File: src/rtl/sbc_pkg.sv
// ----------------------------------------------------------------------------
// sbc_pkg: shared types and constants of the sector block read cache
// request kinds, result codes, queue entry and result records
// ----------------------------------------------------------------------------
`default_nettype none

package sbc_pkg;

  localparam int unsigned MAX_REQUEST_BYTES = 16384;
  localparam int unsigned SECTOR_BITS       = 9;
  localparam int unsigned BLOCK_SECTORS_MAX = 4096;

  localparam int unsigned OFF_W  = 32;
  localparam int unsigned LEN_W  = 15;
  localparam int unsigned CAP_W  = 25;
  localparam int unsigned RLEN_W = 25;
  localparam int unsigned COFF_W = 24;
  localparam int unsigned BSEC_W = 13;
  localparam int unsigned BLK_W  = BSEC_W + SECTOR_BITS;

  localparam int unsigned IN_TDATA_W  = 80;
  localparam int unsigned OUT_TDATA_W = 104;
  localparam int unsigned CFG_IDX_W   = 2;
  localparam int unsigned CFG_DATA_W  = 32;

  // request queue between classifier and sequencer
  localparam int unsigned QDEPTH = 2;
  localparam int unsigned QPTR_W = (QDEPTH > 1) ? $clog2(QDEPTH) : 1;
  localparam int unsigned QCNT_W = $clog2(QDEPTH + 1);

  typedef enum logic [CFG_IDX_W-1:0] {
    CFG_FILE_READY    = 2'd0,
    CFG_FILE_SIZE     = 2'd1,
    CFG_BLOCK_SECTORS = 2'd2
  } cfg_reg_e;

  typedef enum logic [1:0] {
    ST_CACHE  = 2'd0,
    ST_REJECT = 2'd1,
    ST_DIRECT = 2'd2,
    ST_DEFER  = 2'd3
  } status_e;

  typedef enum logic [1:0] {
    K_REJECT = 2'd0,
    K_EMPTY  = 2'd1,
    K_READ   = 2'd2,
    K_VIEW   = 2'd3
  } kind_e;

  typedef struct packed {
    kind_e             kind;
    logic [OFF_W-1:0]  offset;
    logic [LEN_W-1:0]  length;
    logic [OFF_W-1:0]  last_byte;
    logic [CAP_W-1:0]  capacity;
    logic              aligned;
  } job_t;

  typedef struct packed {
    status_e            status;
    logic               way;
    logic               fill;
    logic               seek;
    logic [OFF_W-1:0]   read_start;
    logic [RLEN_W-1:0]  read_length;
    logic [COFF_W-1:0]  copy_offset;
    logic [LEN_W-1:0]   copy_length;
    logic               last;
  } res_t;

  typedef struct packed {
    logic [OFF_W-1:0] file_size;
    logic [BLK_W-1:0] block_bytes;
    logic             clear;
  } cfg_t;

  function automatic logic [OFF_W-1:0] sector_floor(input logic [OFF_W-1:0] a);
    sector_floor = {a[OFF_W-1:SECTOR_BITS], {SECTOR_BITS{1'b0}}};
  endfunction

endpackage

`default_nettype wire

File: src/rtl/sbc_front.sv
// ----------------------------------------------------------------------------
// sbc_front: request classifier
// checks a request against the open file and files it into the queue
// ----------------------------------------------------------------------------
`default_nettype none

module sbc_front
  import sbc_pkg::*;
(
  input  wire logic              req_valid_i,
  output      logic              req_ready_o,
  input  wire logic              action_i,
  input  wire logic [OFF_W-1:0]  offset_i,
  input  wire logic [LEN_W-1:0]  length_i,
  input  wire logic [CAP_W-1:0]  capacity_i,
  input  wire logic              aligned_i,
  input  wire logic              file_ready_i,
  input  wire logic [OFF_W-1:0]  file_size_i,
  input  wire logic              q_full_i,
  output      logic              q_push_o,
  output      job_t              q_job_o
);

  logic [OFF_W:0] end_sum;
  logic           reject;

  assign end_sum = {1'b0, offset_i} + (OFF_W+1)'(length_i);
  assign reject  = !file_ready_i || (length_i > LEN_W'(MAX_REQUEST_BYTES)) ||
                   (end_sum > {1'b0, file_size_i});

  always_comb begin
    q_job_o.offset    = offset_i;
    q_job_o.length    = length_i;
    q_job_o.last_byte = end_sum[OFF_W-1:0];
    q_job_o.capacity  = capacity_i;
    q_job_o.aligned   = aligned_i;
    priority if (reject) begin
      q_job_o.kind = K_REJECT;
    end else if (action_i) begin
      q_job_o.kind = K_VIEW;
    end else if (length_i == '0) begin
      q_job_o.kind = K_EMPTY;
    end else begin
      q_job_o.kind = K_READ;
    end
  end

  assign req_ready_o = !q_full_i;
  assign q_push_o    = req_valid_i && !q_full_i;

endmodule

`default_nettype wire

File: src/rtl/sbc_queue.sv
// ----------------------------------------------------------------------------
// sbc_queue: short request queue
// holds classified requests until the sequencer takes them
// ----------------------------------------------------------------------------
`default_nettype none

module sbc_queue
  import sbc_pkg::*;
(
  input  wire logic clk_i,
  input  wire logic rst_ni,
  input  wire logic push_i,
  input  wire job_t din_i,
  input  wire logic pop_i,
  output      job_t dout_o,
  output      logic full_o,
  output      logic empty_o
);

  job_t              slot_q [QDEPTH];
  logic [QPTR_W-1:0] wptr_q, wptr_d, rptr_q, rptr_d;
  logic [QCNT_W-1:0] cnt_q, cnt_d;

  assign full_o  = (cnt_q == QCNT_W'(QDEPTH));
  assign empty_o = (cnt_q == '0);
  assign dout_o  = slot_q[rptr_q];

  always_comb begin
    wptr_d = wptr_q;
    rptr_d = rptr_q;
    cnt_d  = cnt_q;
    if (push_i) begin
      wptr_d = (wptr_q == QPTR_W'(QDEPTH - 1)) ? '0 : wptr_q + 1'b1;
    end
    if (pop_i) begin
      rptr_d = (rptr_q == QPTR_W'(QDEPTH - 1)) ? '0 : rptr_q + 1'b1;
    end
    if (push_i && !pop_i) begin
      cnt_d = cnt_q + 1'b1;
    end else if (pop_i && !push_i) begin
      cnt_d = cnt_q - 1'b1;
    end
  end

  always_ff @(posedge clk_i or negedge rst_ni) begin
    if (!rst_ni) begin
      wptr_q <= '0;
      rptr_q <= '0;
      cnt_q  <= '0;
    end else begin
      wptr_q <= wptr_d;
      rptr_q <= rptr_d;
      cnt_q  <= cnt_d;
    end
  end

  always_ff @(posedge clk_i) begin
    if (push_i) begin
      slot_q[wptr_q] <= din_i;
    end
  end

endmodule

`default_nettype wire

File: src/rtl/sbc_back.sv
// ----------------------------------------------------------------------------
// sbc_back: cache sequencer
// owns the way tags, lru bit and file position, walks segments, emits beats
// ----------------------------------------------------------------------------
`default_nettype none

module sbc_back
  import sbc_pkg::*;
(
  input  wire logic clk_i,
  input  wire logic rst_ni,
  input  wire cfg_t cfg_i,
  input  wire logic q_empty_i,
  input  wire job_t q_job_i,
  output      logic q_pop_o,
  input  wire logic out_ready_i,
  output      logic out_valid_o,
  output      res_t out_res_o
);

  typedef enum logic [7:0] {
    S_IDLE  = 8'b0000_0001,
    S_LOOK  = 8'b0000_0010,
    S_FILL  = 8'b0000_0100,
    S_SEG   = 8'b0000_1000,
    S_VLOOK = 8'b0001_0000,
    S_VDEC  = 8'b0010_0000,
    S_VFIN  = 8'b0100_0000,
    S_EMIT  = 8'b1000_0000
  } state_e;

  state_e            state_q, state_d;
  job_t              job_q, job_d;
  logic [OFF_W-1:0]  off_q, off_d;
  logic [LEN_W-1:0]  left_q, left_d;
  logic              sel_q, sel_d;
  logic              miss_q, miss_d;
  logic              seek_q, seek_d;
  logic [OFF_W-1:0]  mstart_q, mstart_d;
  logic [OFF_W-1:0]  fsub_q, fsub_d;
  logic [BLK_W-1:0]  n_q, n_d;
  logic [OFF_W-1:0]  vend_q, vend_d;
  logic [OFF_W-1:0]  span_q, span_d;
  res_t              res_q, res_d;
  logic              out_valid_q, out_valid_d;
  res_t              out_res_q, out_res_d;

  logic [1:0]        way_valid_q, way_valid_d;
  logic [OFF_W-1:0]  way_start_q [2];
  logic [OFF_W-1:0]  way_start_d [2];
  logic [OFF_W-1:0]  way_end_q [2];
  logic [OFF_W-1:0]  way_end_d [2];
  logic              victim_q, victim_d;
  logic [OFF_W-1:0]  pos_q, pos_d;

  logic [1:0]        hit, vhit;

  // read hit: segment start inside the way; view hit: whole request inside
  always_comb begin
    for (int i = 0; i < 2; i++) begin
      hit[i]  = way_valid_q[i] && (off_q >= way_start_q[i]) && (off_q < way_end_q[i]);
      vhit[i] = way_valid_q[i] && (off_q >= way_start_q[i]) &&
                (job_q.last_byte <= way_end_q[i]);
    end
  end

  always_comb begin
    logic [BLK_W-1:0] n;
    logic [OFF_W-1:0] span;
    logic [LEN_W-1:0] seg;
    logic [OFF_W:0]   vsum;
    logic [OFF_W:0]   vend;
    logic             vway;

    state_d     = state_q;
    job_d       = job_q;
    off_d       = off_q;
    left_d      = left_q;
    sel_d       = sel_q;
    miss_d      = miss_q;
    seek_d      = seek_q;
    mstart_d    = mstart_q;
    fsub_d      = fsub_q;
    n_d         = n_q;
    vend_d      = vend_q;
    span_d      = span_q;
    res_d       = res_q;
    out_res_d   = out_res_q;
    way_valid_d = way_valid_q;
    way_start_d = way_start_q;
    way_end_d   = way_end_q;
    victim_d    = victim_q;
    pos_d       = pos_q;
    q_pop_o     = 1'b0;

    n    = (fsub_q > OFF_W'(cfg_i.block_bytes)) ? cfg_i.block_bytes : fsub_q[BLK_W-1:0];
    span = way_end_q[sel_q] - off_q;
    seg  = (span >= OFF_W'(left_q)) ? left_q : span[LEN_W-1:0];
    vsum = {1'b0, job_q.last_byte} + (OFF_W+1)'((1 << SECTOR_BITS) - 1);
    vend = {vsum[OFF_W:SECTOR_BITS], {SECTOR_BITS{1'b0}}};
    vway = !vhit[0];

    out_valid_d = out_valid_q && !out_ready_i;

    unique case (state_q)
      S_IDLE: begin
        if (!q_empty_i) begin
          q_pop_o = 1'b1;
          job_d   = q_job_i;
          off_d   = q_job_i.offset;
          left_d  = q_job_i.length;
          res_d   = '0;
          res_d.last = 1'b1;
          unique case (q_job_i.kind)
            K_REJECT: begin
              res_d.status = ST_REJECT;
              state_d      = S_EMIT;
            end
            K_EMPTY: begin
              res_d.status = ST_CACHE;
              state_d      = S_EMIT;
            end
            K_READ:  state_d = S_LOOK;
            K_VIEW:  state_d = S_VLOOK;
            default: state_d = S_IDLE;
          endcase
        end
      end

      // pick the serving way, way 1 wins when both hold the segment
      S_LOOK: begin
        miss_d   = !(hit[0] || hit[1]);
        sel_d    = hit[1] ? 1'b1 : (hit[0] ? 1'b0 : victim_q);
        mstart_d = sector_floor(off_q);
        fsub_d   = cfg_i.file_size - sector_floor(off_q);
        state_d  = (hit[0] || hit[1]) ? S_SEG : S_FILL;
      end

      // load the victim way, clamped to the file end
      S_FILL: begin
        n_d                = n;
        way_valid_d[sel_q] = 1'b1;
        way_start_d[sel_q] = mstart_q;
        way_end_d[sel_q]   = mstart_q + OFF_W'(n);
        seek_d             = (mstart_q != pos_q);
        pos_d              = mstart_q + OFF_W'(n);
        state_d            = S_SEG;
      end

      S_SEG: begin
        res_d.status      = ST_CACHE;
        res_d.way         = sel_q;
        res_d.fill        = miss_q;
        res_d.seek        = miss_q && seek_q;
        res_d.read_start  = miss_q ? mstart_q : '0;
        res_d.read_length = miss_q ? RLEN_W'(n_q) : '0;
        res_d.copy_offset = COFF_W'(off_q - way_start_q[sel_q]);
        res_d.copy_length = seg;
        res_d.last        = (seg == left_q);
        victim_d          = !sel_q;
        left_d            = left_q - seg;
        off_d             = off_q + OFF_W'(seg);
        state_d           = S_EMIT;
      end

      S_VLOOK: begin
        if (vhit[0] || vhit[1]) begin
          res_d             = '0;
          res_d.status      = ST_CACHE;
          res_d.way         = vway;
          res_d.copy_offset = COFF_W'(off_q - way_start_q[vway]);
          res_d.copy_length = job_q.length;
          res_d.last        = 1'b1;
          victim_d          = !vway;
          state_d           = S_EMIT;
        end else begin
          vend_d   = (vend > {1'b0, cfg_i.file_size}) ? cfg_i.file_size : vend[OFF_W-1:0];
          mstart_d = sector_floor(off_q);
          state_d  = S_VDEC;
        end
      end

      S_VDEC: begin
        span_d  = vend_q - mstart_q;
        seek_d  = (mstart_q != pos_q);
        state_d = S_VFIN;
      end

      // direct read only into a roomy, aligned caller buffer; otherwise defer
      S_VFIN: begin
        res_d             = '0;
        res_d.copy_length = job_q.length;
        res_d.last        = 1'b1;
        if ((span_q > OFF_W'(job_q.capacity)) || !job_q.aligned) begin
          res_d.status = ST_DEFER;
        end else begin
          res_d.status      = ST_DIRECT;
          res_d.seek        = seek_q;
          res_d.read_start  = mstart_q;
          res_d.read_length = span_q[RLEN_W-1:0];
          res_d.copy_offset = COFF_W'(off_q[SECTOR_BITS-1:0]);
          pos_d             = vend_q;
        end
        state_d = S_EMIT;
      end

      S_EMIT: begin
        if (!out_valid_q || out_ready_i) begin
          out_valid_d = 1'b1;
          out_res_d   = res_q;
          state_d     = res_q.last ? S_IDLE : S_LOOK;
        end
      end

      default: state_d = S_IDLE;
    endcase

    // open or close of the file empties both ways
    if (cfg_i.clear) begin
      way_valid_d = '0;
      victim_d    = 1'b0;
      pos_d       = '0;
    end
  end

  always_ff @(posedge clk_i or negedge rst_ni) begin
    if (!rst_ni) begin
      state_q     <= S_IDLE;
      out_valid_q <= 1'b0;
      way_valid_q <= '0;
      victim_q    <= 1'b0;
      pos_q       <= '0;
    end else begin
      state_q     <= state_d;
      out_valid_q <= out_valid_d;
      way_valid_q <= way_valid_d;
      victim_q    <= victim_d;
      pos_q       <= pos_d;
    end
  end

  always_ff @(posedge clk_i) begin
    job_q       <= job_d;
    off_q       <= off_d;
    left_q      <= left_d;
    sel_q       <= sel_d;
    miss_q      <= miss_d;
    seek_q      <= seek_d;
    mstart_q    <= mstart_d;
    fsub_q      <= fsub_d;
    n_q         <= n_d;
    vend_q      <= vend_d;
    span_q      <= span_d;
    res_q       <= res_d;
    out_res_q   <= out_res_d;
    way_start_q <= way_start_d;
    way_end_q   <= way_end_d;
  end

  assign out_valid_o = out_valid_q;
  assign out_res_o   = out_res_q;

endmodule

`default_nettype wire

File: src/rtl/two_way_sector_block_read_cache.sv
// ----------------------------------------------------------------------------
// two_way_sector_block_read_cache: two-way lru read cache control for a file
// read: each segment passes the look, fill (on a miss only), segment and emit states of the sequencer
// throughput: one request in sequence; the 2-deep queue takes requests meanwhile
// reset: registers to defaults, file closed, both ways empty, way 0 victim first
// ----------------------------------------------------------------------------
`default_nettype none

module two_way_sector_block_read_cache
  import sbc_pkg::*;
(
  input  wire logic                   clk_i,
  input  wire logic                   rst_ni,

  // request stream
  input  wire logic                   s_axis_tvalid,
  output      logic                   s_axis_tready,
  // offset[31:0], length[46:32], capacity[71:47], buffer_aligned[72], zero pad
  input  wire logic [IN_TDATA_W-1:0]  s_axis_tdata,
  // action[0]
  input  wire logic                   s_axis_tuser,

  // result stream
  output      logic                   m_axis_tvalid,
  input  wire logic                   m_axis_tready,
  // way[0], fill[1], seek[2], read_start[34:3], read_length[59:35],
  // copy_offset[83:60], copy_length[98:84], zero pad
  output      logic [OUT_TDATA_W-1:0] m_axis_tdata,
  // status[1:0]
  output      logic [1:0]             m_axis_tuser,
  output      logic                   m_axis_tlast,

  // register writes
  input  wire logic                   cfg_valid_i,
  output      logic                   cfg_ready_o,
  input  wire logic [CFG_IDX_W-1:0]   cfg_index_i,
  input  wire logic [CFG_DATA_W-1:0]  cfg_data_i
);

  // configuration registers
  logic              file_ready_q;
  logic [OFF_W-1:0]  file_size_q;
  logic [BSEC_W-1:0] block_sectors_q;
  logic [BSEC_W-1:0] bsec_clamped;

  // queue hookup
  logic q_push, q_pop, q_full, q_empty;
  job_t q_job_in, q_job_out;

  cfg_t cfg;
  res_t res;

  // writes are always taken; the user must write only while the block is idle, the block does not enforce it
  assign cfg_ready_o = 1'b1;

  // way size: zero acts as one sector, anything above the limit as the limit
  always_comb begin
    priority if (cfg_data_i[BSEC_W-1:0] == '0) begin
      bsec_clamped = BSEC_W'(1);
    end else if (cfg_data_i[BSEC_W-1:0] > BSEC_W'(BLOCK_SECTORS_MAX)) begin
      bsec_clamped = BSEC_W'(BLOCK_SECTORS_MAX);
    end else begin
      bsec_clamped = cfg_data_i[BSEC_W-1:0];
    end
  end

  always_ff @(posedge clk_i or negedge rst_ni) begin
    if (!rst_ni) begin
      file_ready_q    <= 1'b0;
      file_size_q     <= '0;
      block_sectors_q <= BSEC_W'(1);
    end else if (cfg_valid_i) begin
      unique case (cfg_index_i)
        CFG_FILE_READY:    file_ready_q    <= cfg_data_i[0];
        CFG_FILE_SIZE:     file_size_q     <= cfg_data_i[OFF_W-1:0];
        CFG_BLOCK_SECTORS: block_sectors_q <= bsec_clamped;
        default: ; // unknown index is dropped
      endcase
    end
  end

  // config view for the sequencer; a file_ready write also flushes the ways
  assign cfg.file_size   = file_size_q;
  assign cfg.block_bytes = {block_sectors_q, {SECTOR_BITS{1'b0}}};
  assign cfg.clear       = cfg_valid_i && (cfg_index_i == CFG_FILE_READY);

  // front: classify the request beat and queue it
  sbc_front u_front (
    .req_valid_i  (s_axis_tvalid),
    .req_ready_o  (s_axis_tready),
    .action_i     (s_axis_tuser),
    .offset_i     (s_axis_tdata[31:0]),
    .length_i     (s_axis_tdata[46:32]),
    .capacity_i   (s_axis_tdata[71:47]),
    .aligned_i    (s_axis_tdata[72]),
    .file_ready_i (file_ready_q),
    .file_size_i  (file_size_q),
    .q_full_i     (q_full),
    .q_push_o     (q_push),
    .q_job_o      (q_job_in)
  );

  // decoupling queue so either side can stall on its own
  sbc_queue u_queue (
    .clk_i   (clk_i),
    .rst_ni  (rst_ni),
    .push_i  (q_push),
    .din_i   (q_job_in),
    .pop_i   (q_pop),
    .dout_o  (q_job_out),
    .full_o  (q_full),
    .empty_o (q_empty)
  );

  // back: segment walk, way fills, view decisions and the output register
  sbc_back u_back (
    .clk_i       (clk_i),
    .rst_ni      (rst_ni),
    .cfg_i       (cfg),
    .q_empty_i   (q_empty),
    .q_job_i     (q_job_out),
    .q_pop_o     (q_pop),
    .out_ready_i (m_axis_tready),
    .out_valid_o (m_axis_tvalid),
    .out_res_o   (res)
  );

  // pack the result beat
  assign m_axis_tdata = {5'b0, res.copy_length, res.copy_offset, res.read_length,
                         res.read_start, res.seek, res.fill, res.way};
  assign m_axis_tuser = res.status;
  assign m_axis_tlast = res.last;

endmodule

`default_nettype wire

File: config.mk
export PLATFORM = sky130hd
export DESIGN_NAME = two_way_sector_block_read_cache
export DESIGN_NICKNAME = d
export VERILOG_FILES = /design/src/rtl/sbc_pkg.sv /design/src/rtl/sbc_front.sv /design/src/rtl/sbc_queue.sv /design/src/rtl/sbc_back.sv /design/src/rtl/two_way_sector_block_read_cache.sv
export SDC_FILE = /design/constraint.sdc
export NUM_CORES = 2
export LEC_CHECK = 0
export ABC_AREA = 1
export BUFFER_PORTS_ARGS = -buffer_cell sky130_fd_sc_hd__buf_2
export CORE_MARGIN = 2
export CORE_UTILIZATION = 55
export DETAILED_ROUTE_END_ITERATION = 6
export PLACE_DENSITY = 0.84
export SLEW_MARGIN = 20
export SYNTH_ARGS = -nofsm -noshare
export SYNTH_HDL_FRONTEND = slang
export SYNTH_SLANG_ARGS = --single-unit
File: constraint.sdc
create_clock -name clk_i -period 6.7 [get_ports clk_i]
set_clock_uncertainty 0.2 [all_clocks]
set_input_delay 0.67 -clock clk_i [delete_from_list [all_inputs] [get_ports clk_i]]
set_output_delay 0.67 -clock clk_i [all_outputs]
set_load 0.01 [all_outputs]
Word-level counts from Yosys, hierarchy flattened --
Memories as Yosys holds them, arrays and structs flattened. Index checks and enable logic that the tools add are counted.
Storage, ports and cells: bits in registers 699, input port bits 120, memory bits (writable) 214, memories 1
Memory list:
- u_queue.slot_q | depth 2, bits a word 107, read ports 1, clocked after memory_dff 0, write ports 1, RTL line sbc_queue.sv:20 | job_t slot_q [QDEPTH];
Cells by class: mux-type cells 63, reductions and logical operators 57, add/sub/neg operators 14, equality and inequality tests 22, bitwise logic cells 5, order comparisons 18
Operators with widths (count):
- $pmux W102 S4 | 1
- $mux W32 | 10
- $mux W102 | 2
- $pmux W32 S2 | 3
- $mux W24 | 6
- $bwmux W64 | 2
- $sub A32 B32 Y32 | 3
- $mux W82 | 1
- $gt A33 B32 Y1 | 2
- $ge A32 B32 Y1 | 2
- $le A32 B32 Y1 | 2
- $lt A32 B32 Y1 | 2
- $pmux W8 S7 | 1
- $sub A24 B24 Y24 | 2
- $mux W22 | 2
- $add A32 B15 Y33 | 1
- $add A32 B9 Y33 const B | 1
- $add A32 B15 Y32 | 1
- $add A32 B22 Y32 | 1
- $demux W32 S1 | 1
- $ge A32 B15 Y1 | 1
- $gt A32 B22 Y1 | 1
- $gt A32 B25 Y1 | 1
- $ne A32 B32 Y1 | 1
- other kinds (50) | 129

Depth between registers and ports, before layout --
depth in word-level cells 11, mapped depth 47, gate-level depth less buffers 45

By module --
From an unflattened synthesis, not the netlist that was laid out.
Unflattened totals: cell total of the unflattened synthesis 4918, area total of the unflattened synthesis 49288.5 um2
Modules (own cells, without submodules):
- sbc_back | times used 1, cells an instance 3965, area each 36597.6 um2
- sbc_queue | times used 1, cells an instance 358, area each 7997.7 um2
- sbc_front | times used 1, cells an instance 432, area each 2715.1 um2
- two_way_sector_block_read_cache | times used 1, cells an instance 163, area each 1978.1 um2

Worst setup path after synthesis --
OpenSTA, ideal clock, no wires.
path kind register to register, from register u_back.state_q[6], to register u_back.left_q[0] (enable), period minus slack after synthesis 7120 ps, path slack -420 ps, required time 6094 ps, path buffers 0, stages on the path, launching flop included 10, arrival 6515 ps, path through dfrtp_1 nor2_1 inv_1 nor2_1 inv_1 nor4_1 inv_1 a21oi_1 inv_1 nand2_1
On the way: cells in the longest elaborated chain, start to end 3, elaborated cells on any way between the ends 5, classes of those cells eq/ne (3); reduce/logical (2)
Ends and longest elaborated chain:
- start: declaration | RTL line sbc_back.sv:32 | state_e state_q, state_d;
- start signal: assignment | RTL line sbc_back.sv:234 | state_q <= state_d;
- $eq A8 B1 Y1 or $eq A8 B4 Y1 (tied branches) | RTL line sbc_back.sv:105 | unique case (state_q)
- $ne A2 B2 Y1 (no source line) or $reduce_bool A2 Y1 (tied branches)
- $reduce_and A2 Y1 (no source line) *
- end signal: assignment | RTL line sbc_back.sv:245 | left_q <= left_d;
- end: declaration | RTL line sbc_back.sv:35 | logic [LEN_W-1:0] left_q, left_d;
Every way passes the cells marked *; elsewhere a longest branch is shown, timed or not. A chain may end at the register's enable or synchronous reset.

Final worst setup path --
from register u_back.sel_q, to register u_back.left_q[14] (data pin)
On the way: cells in the longest elaborated chain, start to end 9
Ends and longest elaborated chain:
- start: declaration | RTL line sbc_back.sv:36 | logic sel_q, sel_d;
- start signal: assignment | RTL line sbc_back.sv:246 | sel_q <= sel_d;
- $not A1 Y2 (implied by the code) * | RTL line sbc_back.sv:97 | span = way_end_q[sel_q] - off_q;
- $mux W32 (implied by the code) * (3 in series) | RTL line sbc_back.sv:97
- $sub A32 B32 Y32 * | RTL line sbc_back.sv:97
- $ge A32 B15 Y1 | RTL line sbc_back.sv:98 | seg = (span >= OFF_W'(left_q)) ? left_q : span[LEN_W-1:0];
- $mux W15 * | RTL line sbc_back.sv:98
- $sub A15 B15 Y15 * | RTL line sbc_back.sv:161 | left_d = left_q - seg;
- $pmux W15 S2 * | RTL line sbc_back.sv:105
- named net u_back.left_d[14] | RTL line sbc_back.sv:35
The timed path passes the listed nets; every way through them passes the cells marked *. The select of a mux whose other input is x is not followed.

==> flow_summary.toml <==
[synth]
synth.cell_area_um2 = 47800
synth_area_leaders = "edfxtp_1, ha_1, nand2_1, inv_1, dfrtp_1"
synth_top_cell_by_area = "edfxtp_1"
syn_inst = 4885
yosysWarningCount = 0
seq_area_frac_synth = 0.535
synth_cell_types = 65
synth-edff-count = 774
avgSynthCellArea_um2 = 9.79
yosysTopAreaCellShare = 0.486
synth_ff_type = "edfxtp_1"
ys_seq_elements = 868
synthArstFlopShare = 0.108

[place]
pre_cts_ws_ps = 136
dp_hpwl_mm = 109
gp_congestion = 1.03
numPortBuffers = 207

[timing]
fin_ws_ps = 342
finalCriticalPeriod_ps = 6360
max_freq_ghz = 0.157
hold_slack_ps = 31.9
finalCritPeriodShare = 0.949
relSlewSlack = 0.106
worst_pin_slew_ps = 1300
hold_viol = 0
finalMaxSlewViolations = 0
finalSetupViolCount = 0
grt_setup_unrepaired = "true"

[final_layout]
syn_to_final_growth_pct = 13.0
nets = 5768
drive_gt1_frac = 0.100
fillers = 6670

[floorplanning]
ios = 230
core_area_um2 = 86500
chipWidth_um = 299
rows = 108
die-area_um2 = 89300
start_util = 0.553
die_h_um = 299

[worst_setup_path]
cp_max_fo = 6
crit_path_start_kind = "flop"
crit_family = "simple AND/OR/NAND/NOR gates"
r2r_end = "u_back.left_q[14]$_DFFE_PP_"
crit_type = "flop to flop"
crit_path_start = "u_back.sel_q$_SDFFCE_PP1P_"
worstSetupEndpoint = "u_back.left_q[14]$_DFFE_PP_"
worstPathRequired_ps = 6940
cp.depth = 43
crit_top_cell = "nand2_1"
crit_path_end_kind = "flop"
worstPathArrival_ps = 6590
worst-path-buf-inv = 8
cp_slowest_cell = "edfxtp_1"
reg2reg_from = "u_back.sel_q$_SDFFCE_PP1P_"
worst_path_largest_cell_delay_ps = 520
rr_worst_depth = 43
r2r_slack_ps = 340

[power_and_ir_drop]
power_density_nw_per_um2 = 451
swShare = 0.416
power_leakage_nw = 23.9
pwr-share-seq = 0.367
ir_worst_vdd_v = 0.000476
p_int_w = 0.0142
pwr-share-clk = 0.205
switchingPower_w = 0.0101
power_frac_comb = 0.428

[clock_tree]
clk_pin_slew_ps = 60
cts_buffers = 88
cts_max_level = 3
cts_tree = "built"
clock_latency_ps = 690
clk_path_buf_depth = 3
clock_sinks = 868
root_buffer = "clkbuf_16"

[global_routing]
grt_overflow = 0
grtUsageMet1 = 0.437
first_global_vias = 35783
grt_start_max_net_pins = 78
busiest_layer = "met2"
track_usage = 0.317
antenna_found_initial = 2
grt_pass1_wl_mm = 213
grt_use_met2 = 0.498
use_met3 = 0.0505

[drt]
ant_nets = 0
routedWlPerCell_um = 22.3
routed_wl_mm = 144
vias = 37775
remaining_drc_errors = 1
dr.first_iter.drc_count = 4611
viasPerCell = 5.86
drtPass1Iterations = 7

[worst_hold_path]
min_delay_path_depth = 1
min_path_type = "input pin to flop"

[job]
maxCapViolations = 0

[status]
violations = "DRC"
status = "finished, violations left"
cells by family after synthesis:
family | Yosys count | share of synthesized area
flip-flops | 868 | 0.535
XOR/XNOR | 159 | 0.0291
AO/OA/AOI/OAI | 764 | 0.0901
other | 2 | 0.000157
multiplexers | 2 | 0.000419
buffers and inverters | 738 | 0.0596
adder cells (fa/ha/maj) | 434 | 0.115
AND/OR/NAND/NOR | 1918 | 0.170
area by class of cell:
type	count	area (um^2)	area share
Sequential cell	868	25600	0.474
Multi-Input combinational cell	3292	19600	0.362
Inverter	632	2380	0.0440
Clock buffer	108	2320	0.0429
Timing Repair Buffer	332	2130	0.0393
Tap cell	1155	1450	0.0267
Clock inverter	53	591	0.0109
Antenna cell	5	12.5	0.000232
layout by cell type, fill, tap and decap left out, types with 86 or more instances in the layout:
cell / n
nand3_1: 123
inv_1: 614
clkbuf_16: 89
dfrtp_1: 91
edfxtp_1: 774
xor2_1: 108
nand4_1: 91
buf_2: 207
buf_4: 86
nand2_1: 1200
ha_1: 426
o21ai_0: 245
a21oi_1: 306
nor2_1: 284
timing repair:
item	CTS	global route
setup endpoints to repair	0	29
hold buffers	33	0
buffers inserted	0	2
resized for setup	0	35
hold endpoints to repair	98	0
worst register-to-register path, delay by kind of cell (launching register included):
family / cells / cell delay (ps)
xor gates and xnor gates: 1 / 170
buffers and inverters: 8 / 810
and+or+nand+nor: 24 / 2100
AOI/OAI and AO/OA: 5 / 860
adders and majority gates: 4 / 1240
muxes: 1 / 220
DFF: 1 / 520
per-stage QoR:
stage                     setup TNS (ps)   util  power [W]  std cells  area [um^2]
after floorplan                        0      -     0.0154       4898        47900
after global placement                 0  0.585     0.0186       6242        50600
after detailed placement               0  0.586     0.0190       6243        50700
after CTS                              0  0.623     0.0240       6437        53900
after global routing                -116  0.625     0.0257       6442        54000
final                                  0  0.625     0.0244       6445        54000
power by group through the flow:
stage	clock [W]	sequential, W	combinational (W)
final	0.00500	0.00895	0.0104
after global routing	0.00522	0.00904	0.0115
after CTS	0.00501	0.00890	0.0101
after detailed placement	0	0.00900	0.00998
after global placement	0	0.00895	0.00961
after floorplan	0	0.00885	0.00650
synthesized netlist by cell type (23+ instances only):
library cell	count
xnor2_1	47
edfxtp_1	774
nand2_1	1205
clkbuf_1	72
ha_1	427
o21ai_1	23
xor2_1	112
nand3_1	124
inv_1	617
o21ai_0	255
a21oi_1	309
nand4_1	91
nor2_1	289
nor4_1	37
dfrtp_1	92
nor3_1	77
nand2_2	30
state kept, by name (all words and copies together) (netlist names), 8 cells and up:
| name | count |
|---|---|
| u_back.span_q | 32 |
| u_back.n_q | 22 |
| u_queue.slot_q | 214 |
| block_sectors_q | 13 |
| u_back.fsub_q | 32 |
| u_back.off_q | 32 |
| u_back.state_q | 8 |
| u_back.way_start_q | 46 |
| file_size_q | 32 |
| u_back.way_end_q | 64 |
| u_back.mstart_q | 23 |
| u_back.vend_q | 32 |
| u_back.job_q | 73 |
| u_back.res_q | 93 |
| u_back.out_res_o | 93 |
| u_back.pos_q | 32 |
| u_back.left_q | 15 |
routing by layer:
layer	vias up	wire, um
met4	0	6810
met2	2111	64900
met5	-	0
met3	329	14800
li1	17399	-
met1	17936	57400
how the worst min path moves through the flow:
stage	to	slack, ps	start
6_report	u_queue.slot_q[1][102]$_DFFE_PP_	30	s_axis_tdata[29]
5_1_grt	u_queue.slot_q[1][80]$_DFFE_PP_	20	s_axis_tdata[7]
4_1_cts	u_queue.slot_q[0][75]$_DFFE_PP_	10	s_axis_tdata[2]
3_5_place_dp	u_back.out_res_o[101]$_DFFE_PP_	200	u_back.res_q[101]$_SDFFCE_PP0P_
3_3_place_gp	u_back.out_res_o[35]$_DFFE_PP_	200	u_back.res_q[35]$_SDFFCE_PP0P_
2_1_floorplan	block_sectors_q[10]$_DFFE_PN0P_	170	rst_ni
No activity file was read; power rests on OpenSTA's default activity.
